### src/rtl/assert_macros.svh
// Assertion macros shared by the render queue RTL.
// No dependencies; define NO_ASSERTIONS to compile the checks out.
`ifndef ASSERT_MACROS_SVH
`define ASSERT_MACROS_SVH
`ifndef NO_ASSERTIONS
`define DRQ_ASSERT_IMP(label, clk, rst_n, ante, cons) \
  label: assert property (@(posedge clk) disable iff (!rst_n) (ante) |-> (cons)) \
    else $error("same-cycle check failed");
`define DRQ_ASSERT_NXT(label, clk, rst_n, ante, cons) \
  label: assert property (@(posedge clk) disable iff (!rst_n) (ante) |=> (cons)) \
    else $error("next-cycle check failed");
`else
`define DRQ_ASSERT_IMP(label, clk, rst_n, ante, cons)
`define DRQ_ASSERT_NXT(label, clk, rst_n, ante, cons)
`endif
`endif

### src/rtl/drq_pkg.sv
// Package for the depth-sorted render queue: sizes, codes, entry and cell control types.
// No dependencies; used by every RTL file of the block.
`timescale 1ns / 1ps
`default_nettype none
package drq_pkg;

  localparam int QUEUE_DEPTH = 32;
  localparam int CNT_W       = $clog2(QUEUE_DEPTH + 1);
  localparam int VIEW_MARGIN = 64;

  localparam int CFG_IDX_W  = 2;
  localparam int CFG_DATA_W = 15;
  localparam int SIZE_W     = 13;
  localparam int LIMIT_W    = 15;
  localparam int HALF_W     = SIZE_W - 1;
  localparam int CTR_W      = 25;   // camera centre, signed Q16.8
  localparam int SUM_W      = 26;
  localparam int VIEW_W     = 17;
  localparam int BND_W      = 19;

  localparam logic [SIZE_W-1:0]  RST_VIEW_WIDTH   = SIZE_W'(1280);
  localparam logic [SIZE_W-1:0]  RST_VIEW_HEIGHT  = SIZE_W'(720);
  localparam logic [LIMIT_W-1:0] RST_LIMIT_RIGHT  = LIMIT_W'(1280);
  localparam logic [LIMIT_W-1:0] RST_LIMIT_BOTTOM = LIMIT_W'(720);

  localparam logic [CFG_IDX_W-1:0] CFG_VIEW_WIDTH   = 2'd0;
  localparam logic [CFG_IDX_W-1:0] CFG_VIEW_HEIGHT  = 2'd1;
  localparam logic [CFG_IDX_W-1:0] CFG_LIMIT_RIGHT  = 2'd2;
  localparam logic [CFG_IDX_W-1:0] CFG_LIMIT_BOTTOM = 2'd3;

  typedef enum logic [2:0] {
    OP_CLEAR  = 3'd0,
    OP_PUSH   = 3'd1,
    OP_RENDER = 3'd2,
    OP_SET    = 3'd3,
    OP_RIGHT  = 3'd4,
    OP_LEFT   = 3'd5,
    OP_UP     = 3'd6,
    OP_DOWN   = 3'd7
  } op_t;

  typedef enum logic [1:0] {
    KIND_OBJ   = 2'd0,
    KIND_FRAME = 2'd1,
    KIND_OVF   = 2'd2,
    KIND_VIEW  = 2'd3
  } kind_t;

  typedef enum logic [2:0] {
    ST_IDLE,
    ST_CAM,
    ST_CLAMP,
    ST_VIEW,
    ST_PREP,
    ST_BND,
    ST_RENDER,
    ST_FRAME
  } state_t;

  typedef enum logic [1:0] {
    CELL_HOLD,
    CELL_INSERT,
    CELL_ROTATE
  } cell_mode_t;

  typedef struct packed {
    logic        [15:0] id;
    logic signed [15:0] x;
    logic signed [15:0] y;
  } entry_t;

  typedef struct packed {
    cell_mode_t mode;
    entry_t     new_ent;
  } cell_ctl_t;

endpackage
`default_nettype wire

### src/rtl/drq_view.sv
// View edge computation: centre truncated toward zero, minus half the window size.
// Depends on drq_pkg.
`timescale 1ns / 1ps
`default_nettype none
module drq_view
  import drq_pkg::*;
(
  input  logic signed [CTR_W-1:0]  centre_x,
  input  logic signed [CTR_W-1:0]  centre_y,
  input  logic        [HALF_W-1:0] half_w,
  input  logic        [HALF_W-1:0] half_h,
  output logic signed [VIEW_W-1:0] view_left,
  output logic signed [VIEW_W-1:0] view_top
);

  function automatic logic signed [VIEW_W-1:0] edge_of(input logic signed [CTR_W-1:0] c,
                                                       input logic [HALF_W-1:0] half);
    logic signed [VIEW_W-1:0] q;
    logic signed [VIEW_W:0]   d;
    begin
      q = c[CTR_W-1:8];
      // floor shift, then step back toward zero for negative fractions
      if (c[CTR_W-1] && (c[7:0] != 8'd0)) begin
        q = q + VIEW_W'(1);
      end
      d = $signed({q[VIEW_W-1], q}) - $signed({{(VIEW_W + 1 - HALF_W){1'b0}}, half});
      return d[VIEW_W-1:0];
    end
  endfunction

  assign view_left = edge_of(centre_x, half_w);
  assign view_top  = edge_of(centre_y, half_h);

endmodule
`default_nettype wire

### config.mk
export PLATFORM = sky130hd
export DESIGN_NAME = drq_view
export DESIGN_NICKNAME = d
export VERILOG_FILES = /design/src/rtl/assert_macros.svh /design/src/rtl/drq_pkg.sv /design/src/rtl/drq_view.sv
export SDC_FILE = /design/constraint.sdc
export NUM_CORES = 1
export LEC_CHECK = 0
export ABC_AREA = 1
export BUFFER_PORTS_ARGS = -buffer_cell sky130_fd_sc_hd__buf_2
export CAP_MARGIN = 20
export CORE_ASPECT_RATIO = 1.25
export CORE_MARGIN = 2
export CORE_UTILIZATION = 30
export DETAILED_ROUTE_END_ITERATION = 7
export SLEW_MARGIN = 30
export SYNTH_ARGS = -nofsm -noshare
export SYNTH_HDL_FRONTEND = slang
export SYNTH_SLANG_ARGS = --single-unit
### constraint.sdc
create_clock -name vclk -period 3.5
set_clock_uncertainty 0.2 [all_clocks]
set_input_delay 0.35 -clock vclk [all_inputs]
set_output_delay 0.35 -clock vclk [all_outputs]
set_load 0.05 [all_outputs]
==> impl_metrics.ini <==
[floorplanning]
die_width_um = 86.3
dieArea_um2 = 9230
io_pins = 108
std_cell_rows = 37
start_util_pct = 30.8
core_um2 = 8240
die_h_um = 107

[detailed_routing]
firstDrtPassIters = 4
finalWirelength_um = 7340
vias_per_cell = 4.62
ant_nets = 0
drc = 0
drt_iter0_drc = 40
routedWlPerCell_um = 10.5
vias = 3217

[power]
ir_worst_vdd_v = 0.000117
leakage_nw = 1.93
clkPwrFrac_pct = 0
internal-power_mw = 0.254
pwr-share-comb_pct = 100.0
pwr-share-seq_pct = 0
switching_share_pct = 69.7
switchingPower_mw = 0.584
p_per_area_nw_per_um2 = 243

[timing]
fin_crit_ps = 3280
final-hold-violation-count = 0
setup_viol = 0
max_freq_mhz = 305
tightest_slew_ps = 381
rsz0062_at_grt = true
slew_headroom_pct = 74.3
min_period_over_period_pct = 93.6
drv_slew = 0
tns_ps = 0

[placement]
place.gp.congestion = 0.867
numPortBuffers = 108
hpwl_um = 6640

[status]
run_status = finished clean

[logic_synthesis]
synthSimpleGateAreaFrac_pct = 48.4
synth.cells.most_frequent = nand2_1 (138), inv_1 (81), nor2_1 (57)
ys_seq_area_share_pct = 0
synth_compound_area_share_pct = 8.62
yosys.area_share.adder_pct = 14.4
synth_top_family_by_area = simple AND/OR/NAND/NOR gates
avgSynthCellArea_um2 = 5.38
synth_xor_area_share_pct = 15.9
synth_area_leaders = nand2_1 (20%), ha_1 (13%), inv_1 (12%)
syn-num-nets = 574
yosysWarnings = 0
synth.area.mux_share_pct = 0
post-synth-top-count-cell = nand2_1
synth.distinct_cells = 27
syn_area_um2 = 2540
syn-instance-count = 472
synth_area_leader_cell = nand2_1
synth_top_area_share_pct = 20.4

[finish]
seq_cells = 0
drive_gt1_share_pct = 29.2
nets = 704
utilization_pct = 41.8
seq_area_um2 = 0
area_growth_pct = 35.5
antennaDiodeCount = 0
clockBufferCount = 0

[worst_setup_path]
crit_buf_inv = 3
crit_family = simple AND/OR/NAND/NOR gates
crit_path_max_incr_delay_ps = 290
worstPathRequired_ps = 2950
crit_chain = buf_2 > ha_1 > nand2_1 > nor2_1 > nand4_1 > nor2_1 > xnor2_1 > inv_1 > ha_4 > nand2_1 > nor2_1 > nand3_1 > nand3_1 > nand2_1 > nand3_1 > nand2_1 > nand2_1 > buf_2
slowest_stage = ha_4
worstPathArrival_ps = 2730
crit_path_end_kind = output port
cp_max_fo = 5
start_kind = input pin
cp_common_cell = nand2_1
crit_type = input pin to output port

[flow_run]
maxCapViolCount = 0

[global_route]
gr-total-overflow = 0
grt_max_degree = 12
antenna_found_initial = 0
grt_first_pass_wirelength_um = 12300
grt.total_usage_pct = 15.5
grt_pass1_vias = 3081

[cts]
hold_buffers = 0

[hold_path]
whs_endpoint = view_top[0]
whs_path_depth = 4
min_from = half_h[0]
min_path_type = input pin to output port
[through the flow]
stage	cell area (um2)	hold WS, ps	power (mW)	setup slack [ps]	cells
finish	3440	919	0.837	223	697
CTS	3340	923	0.819	24.2	694
global placement	3340	913	0.811	64.8	694
detailed placement	3340	923	0.815	-30.6	694
floorplan	2550	791	0.600	33.7	472
global route	3440	955	0.907	-27.5	697
[power by group through the flow]
stage	sequential (mW)	clock [mW]	combinational, mW
2_1_floorplan	0	0	0.600
3_3_place_gp	0	0	0.811
3_5_place_dp	0	0	0.815
4_1_cts	0	0	0.819
5_1_grt	0	0	0.907
6_report	0	0	0.837
[cells in the final DEF, fill, tap and decap left out, drive strengths merged]
master	n
nand2	147
buf	124
inv	82
nor2	73
nand3	33
xor2	31
ha	26
a21oi	20
nand4	16
xnor2	15
o21ai	13
clkbuf	6
nor3	4
o21bai	2
fa	2
o21a	2
a31oi	2
a21o	1
nand3b	1
[final cells by class]
type / instances / area, um2
Tap cell: 97 / 121
Timing Repair Buffer: 130 / 729
Inverter: 82 / 308
Multi-Input combinational cell: 388 / 2280
Fill cell: 912 / 4800
[layer usage]
metal	vias up	share of wire, %	track usage (%)
met5	-	0	0
met4	0	0.63	1.34
met3	2	4.2	0.539
met2	80	56	33.2
met1	1397	40	16.8
li1	1738	-	-
[timing repair]
item                                    CTS  global route
pin swaps                                 0             9
buffers inserted                          0             3
gates resized for setup                   1            26
endpoints found under the setup margin    1            14
[worst max path at each step]
stage / end / slack, ps / cells after the start / from
final: view_top[14] / 220 / 18 / centre_y[9]
after global routing: view_left[14] / -30 / 18 / centre_x[8]
after CTS: view_left[14] / 20 / 18 / centre_x[7]
after detailed placement: view_left[14] / -30 / 18 / centre_x[7]
after global placement: view_left[14] / 60 / 18 / centre_x[7]
after floorplan: view_left[14] / 30 / 16 / centre_x[7]
[kinds of logic (layout without fill, tap and decap cells)]
group                      after synthesis  after routing
adders and majority gates               28             28
and+or+nand+nor                        274            274
xor gates and xnor gates                46             46
buffers and inverters                   84            212
AOI/OAI and AO/OA                       40             40
No activity file was read; power rests on OpenSTA's default activity.
