<file path="src/rtl/assert_macros.svh">
// Assertion macros shared by the render queue RTL.
// No dependencies; define NO_ASSERTIONS to compile the checks out.
`ifndef ASSERT_MACROS_SVH
`define ASSERT_MACROS_SVH
`ifndef NO_ASSERTIONS
`define DRQ_ASSERT_IMP(label, clk, rst_n, ante, cons) \
  label: assert property (@(posedge clk) disable iff (!rst_n) (ante) |-> (cons)) \
    else $error("same-cycle check failed");
`define DRQ_ASSERT_NXT(label, clk, rst_n, ante, cons) \
  label: assert property (@(posedge clk) disable iff (!rst_n) (ante) |=> (cons)) \
    else $error("next-cycle check failed");
`else
`define DRQ_ASSERT_IMP(label, clk, rst_n, ante, cons)
`define DRQ_ASSERT_NXT(label, clk, rst_n, ante, cons)
`endif
`endif

</file>
<file path="src/rtl/drq_pkg.sv">
// Package for the depth-sorted render queue: sizes, codes, entry and cell control types.
// No dependencies; used by every RTL file of the block.
`timescale 1ns / 1ps
`default_nettype none
package drq_pkg;

  localparam int QUEUE_DEPTH = 32;
  localparam int CNT_W       = $clog2(QUEUE_DEPTH + 1);
  localparam int VIEW_MARGIN = 64;

  localparam int CFG_IDX_W  = 2;
  localparam int CFG_DATA_W = 15;
  localparam int SIZE_W     = 13;
  localparam int LIMIT_W    = 15;
  localparam int HALF_W     = SIZE_W - 1;
  localparam int CTR_W      = 25;   // camera centre, signed Q16.8
  localparam int SUM_W      = 26;
  localparam int VIEW_W     = 17;
  localparam int BND_W      = 19;

  localparam logic [SIZE_W-1:0]  RST_VIEW_WIDTH   = SIZE_W'(1280);
  localparam logic [SIZE_W-1:0]  RST_VIEW_HEIGHT  = SIZE_W'(720);
  localparam logic [LIMIT_W-1:0] RST_LIMIT_RIGHT  = LIMIT_W'(1280);
  localparam logic [LIMIT_W-1:0] RST_LIMIT_BOTTOM = LIMIT_W'(720);

  localparam logic [CFG_IDX_W-1:0] CFG_VIEW_WIDTH   = 2'd0;
  localparam logic [CFG_IDX_W-1:0] CFG_VIEW_HEIGHT  = 2'd1;
  localparam logic [CFG_IDX_W-1:0] CFG_LIMIT_RIGHT  = 2'd2;
  localparam logic [CFG_IDX_W-1:0] CFG_LIMIT_BOTTOM = 2'd3;

  typedef enum logic [2:0] {
    OP_CLEAR  = 3'd0,
    OP_PUSH   = 3'd1,
    OP_RENDER = 3'd2,
    OP_SET    = 3'd3,
    OP_RIGHT  = 3'd4,
    OP_LEFT   = 3'd5,
    OP_UP     = 3'd6,
    OP_DOWN   = 3'd7
  } op_t;

  typedef enum logic [1:0] {
    KIND_OBJ   = 2'd0,
    KIND_FRAME = 2'd1,
    KIND_OVF   = 2'd2,
    KIND_VIEW  = 2'd3
  } kind_t;

  typedef enum logic [2:0] {
    ST_IDLE,
    ST_CAM,
    ST_CLAMP,
    ST_VIEW,
    ST_PREP,
    ST_BND,
    ST_RENDER,
    ST_FRAME
  } state_t;

  typedef enum logic [1:0] {
    CELL_HOLD,
    CELL_INSERT,
    CELL_ROTATE
  } cell_mode_t;

  typedef struct packed {
    logic        [15:0] id;
    logic signed [15:0] x;
    logic signed [15:0] y;
  } entry_t;

  typedef struct packed {
    cell_mode_t mode;
    entry_t     new_ent;
  } cell_ctl_t;

endpackage
`default_nettype wire

</file>
<file path="src/rtl/drq_cell.sv">
// One slot of the sorted queue chain: holds an entry, shifts on insert, rotates on render.
// Depends on drq_pkg.
`timescale 1ns / 1ps
`default_nettype none
module drq_cell
  import drq_pkg::*;
(
  input  logic      clk,
  input  cell_ctl_t ctl,
  input  logic      occ,       // slot lies below the fill count
  input  logic      tail,      // last occupied slot
  input  logic      gt_left,   // left neighbor sorts after the new entry
  input  entry_t    left_ent,
  input  entry_t    right_ent,
  input  entry_t    head_ent,
  output entry_t    ent,
  output logic      gt
);

  entry_t ent_r;
  entry_t ent_nxt;

  // Empty slots count as "after" so the new entry lands at the fill point.
  assign gt  = !occ || (ent_r.y > ctl.new_ent.y);
  assign ent = ent_r;

  always_comb begin
    ent_nxt = ent_r;
    case (ctl.mode)
      CELL_INSERT: begin
        if (gt) begin
          ent_nxt = gt_left ? left_ent : ctl.new_ent;
        end
      end
      CELL_ROTATE: begin
        if (occ) begin
          ent_nxt = tail ? head_ent : right_ent;
        end
      end
      default: begin
        ent_nxt = ent_r;
      end
    endcase
  end

  always_ff @(posedge clk) begin
    ent_r <= ent_nxt;
  end

endmodule
`default_nettype wire

</file>
<file path="config.mk">
export PLATFORM = sky130hd
export DESIGN_NAME = drq_cell
export DESIGN_NICKNAME = d
export VERILOG_FILES = /design/src/rtl/assert_macros.svh /design/src/rtl/drq_pkg.sv /design/src/rtl/drq_cell.sv
export SDC_FILE = /design/constraint.sdc
export NUM_CORES = 1
export LEC_CHECK = 0
export BUFFER_PORTS_ARGS = -buffer_cell sky130_fd_sc_hd__clkbuf_2
export CORE_AREA = 2 2 96 98
export CTS_CLUSTER_DIAMETER = 100
export DETAILED_ROUTE_END_ITERATION = 7
export DIE_AREA = 0 0 98 100
export PLACE_DENSITY = 0.77
export SLEW_MARGIN = 20
export SYNTH_ARGS = -nofsm -noshare
export SYNTH_HDL_FRONTEND = slang
export SYNTH_SLANG_ARGS = --single-unit
</file>
<file path="constraint.sdc">
create_clock -name clk -period 8.4 [get_ports clk]
set_input_delay 0.84 -clock clk [delete_from_list [all_inputs] [get_ports clk]]
set_output_delay 0.84 -clock clk [all_outputs]
set_load 0.03 [all_outputs]
</file>
==> run_results.csv <==
group,metric,value,unit
grt,first_global_vias,3390,
timing,rsz0062_at_grt,"false",
power,p_per_area,134.1,nW/um2
floorplan,die_x,98,um
floorplan,core_area,8890,um2
status,status,"finished, final reports clean",
route,vias,3399,
grt,antenna_found_initial,1,
synth,ys_ff_latch,48,
synth,ys_seq_area_share,42.86,%
clocking,ctsHoldBuffers,0,
timing,max_freq,0.2855,GHz
clocking,cts_max_path_buffers,2,
worst_setup_path,reg2reg_depth,7,
clocking,clock_tree.root_cell,"clkbuf_8",
timing,finalClockSkew,0.006947,ns
cells_and_area,syn_to_final_growth,41.29,%
min_path,holdPathStages,3,
timing,hold_viol,0,
cells_and_area,nets,777,
floorplan,io_pins,247,
route,ant_nets,0,
place,place_congestion,0.8076,
clocking,numCtsBuffers,5,
synth,synth_top_cell_by_area,"edfxtp_1",
synth,synthTopCellsByArea,"edfxtp_1 43%, mux2i_1 14%, a211oi_1 11%",
timing,max_slew_margin,40.05,%
cells_and_area,stdcell_count,674,
clocking,worstSkewPairLatency,0.29,ns
power,power,0.6375,mW
worst_setup_path,rrSetupSlack,5.56,ns
timing,finalCriticalPeriod,3.503,ns
synth,yosysUniqueCellTypes,28,
synth,yosysWarnings,0,
min_path,min_to,"ent[37]",
min_path,hp-class,"input port to register",
worst_setup_path,end_kind,"primary output",
grt,gr-total-overflow,0,
timing,finalCritPeriodShare,41.70,%
worst_setup_path,crit_slowest_cell,"ha_1",
cells_and_area,largest_reg_flops,48,
power,peakVddDrop,0.07121,mV
grt,grt.total_usage,20.34,%
worst_setup_path,startpoint_type,"input port",
min_path,hold_start,"left_ent[37]",
synth,syn-num-nets,547,
worst_setup_path,r2r-start,"ent[15]",
cells_and_area,num-fill-cells,841,
worst_setup_path,cp.arrival,2.66,ns
grt,grt_max_degree,97,
timing,setup-violations-final,0,
clocking,post_cts_buffers,0,
clocking,clock_sinks,48,
clocking,cts_htree_levels,2,
route,drtPass1Iterations,4,
cells_and_area,drive_above_1_share,46.71,%
timing,slew_viol_final,0,
synth,syn_area,3363,um2
cells_and_area,antenna_cells,0,
timing,setup_tns,0,ns
synth,syn-instance-count,333,
grt,grt_pass1_wl,15.84,mm
synth,syn_avg_cell_area,10.10,um2
place,placedCellCount,667,
route,finalWirelength,10.20,mm
floorplan,start_util,37.83,%
cells_and_area,utilization,53.46,%
timing,tightest_slew,0.8993,ns
place,port_buffers,246,
worst_setup_path,crit_top_cell,"clkbuf_2",
place,dp_hpwl,8.209,mm
synth,synth_edf_count,48,
worst_setup_path,worstPathCellList,"clkbuf_2 > inv_1 > ha_1 > nand4_2 > nor4_2 > o21ai_1 > and4_4 > o31ai_2 > clkbuf_2",
route,wl_per_cell,15.13,um
route,drtIter0Drc,97,
worst_setup_path,cp_slowest_stage_delay,0.33,ns
synth,ys.flop_type,"edfxtp_1",
floorplan,row_count,35,
worst_setup_path,path_class,"input port to primary output",
synth,yosysTopAreaCellShare,42.86,%
synth,ys_async_sr_fraction,0,%
clocking,clk_pin_slew_worst_paths,0.08,ns
worst_setup_path,cp_max_fo,4,
worst_setup_path,cp.required,7.56,ns
worst_setup_path,timing.rr.end,"ent[27]",
power,p_leak,2.354,nW
route,drc,0,
floorplan,die_y,100,um
route,viasPerCell,5.043,
floorplan,die_area,9800,um2
clocking,ctsResizeCount,0,
clocking,cts_tree,"yes",
flow_run,cap_violations,0,
-- synth_stat cells, types with 2 or more instances --
master and instances:
a211oi_1 48, a21o_1 2, a21oi_1 53, buf_1 3, buf_2 3, clkbuf_1 21
edfxtp_1 48, ha_1 16, inv_1 18, mux2i_1 48, nand2_1 3, nand3_1 2
nor2_1 18, nor2b_1 35, nor3_1 2
-- cells by family (layout without fill, tap and decap cells) --
kind of cell,count (synthesis),in the layout,share of synthesized area (%)
AO/OA/AOI/OAI,109,109,20.42
AND/OR/NAND/NOR,67,67,11.35
adder cells (fa/ha/maj),16,16,5.952
multiplexers,48,48,14.29
buffers and inverters,45,275,5.134
flip-flops,48,48,42.86
-- worst max path at each step --
stage                     startpoint      end  slack, ns  depth (start not counted)
after global routing         ctl[15]       gt       4.75                          9
after CTS                    ctl[15]       gt       4.93                          9
after detailed placement     ctl[15]  ent[37]       4.63                          9
after floorplan              ctl[15]   ent[0]       4.29                          8
after global placement       ctl[15]  ent[38]       4.85                          9
final                        ctl[15]       gt       4.90                          9
-- final cells by class --
type | count | area [um2] | share of cell area [%]
sequential | 48 | 1441 | 30.33
clock inverter | 1 | 5.005 | 0.1053
clock buffer | 6 | 72.57 | 1.527
tap | 111 | 138.9 | 2.923
multi-input combinational | 240 | 1765 | 37.15
inverter | 18 | 67.56 | 1.422
timing repair buffer | 250 | 1261 | 26.54
-- where the power goes --
| part | internal (mW) | leakage (nW) | switching (mW) |
|---|---|---|---|
| combinational | 0.0872 | 1.86 | 0.123 |
| clock | 0.0568 | 0.0410 | 0.0724 |
| sequential | 0.291 | 0.454 | 0.00724 |
-- per-layer routing --
metal	GRT usage (%)	up-vias	routed length, um
li1	-	1725	-
met4	5.342	2	146
met1	22.24	1504	3863
met5	0	-	13
met2	38.36	154	5318
met3	6.058	14	857
-- critical path, delay by kind of cell --
family	cells	cell delay, ns
AOI/OAI and AO/OA	2	0.40
adders and majority gates	1	0.33
and+or+nand+nor	3	0.69
buffers and inverters	3	0.40
-- per-stage QoR --
step | hold slack [ns] | setup slack (ns) | instance area (um2)
2_1_floorplan | 1.094 | 4.290 | 3363
3_3_place_gp | 1.191 | 4.848 | 4667
3_5_place_dp | 1.204 | 4.627 | 4667
4_1_cts | 0.8912 | 4.929 | 4745
5_1_grt | 0.9029 | 4.746 | 4752
6_report | 0.8989 | 4.897 | 4752
-- cells in the final DEF (no fill, tap or decap), types with 3 or more instances in the layout --
cell      synthesis  routed
buf_4             0       4
nor2_1           18      18
edfxtp_1         48      48
nand2_1           3       3
nor2b_1          35      34
clkbuf_8          0       5
inv_1            18      18
mux2i_1          48      48
a21oi_1          53      53
a211oi_1         48      48
ha_1             16      16
clkbuf_2          0     244
Note: power is estimated with default switching activity, not from simulation.
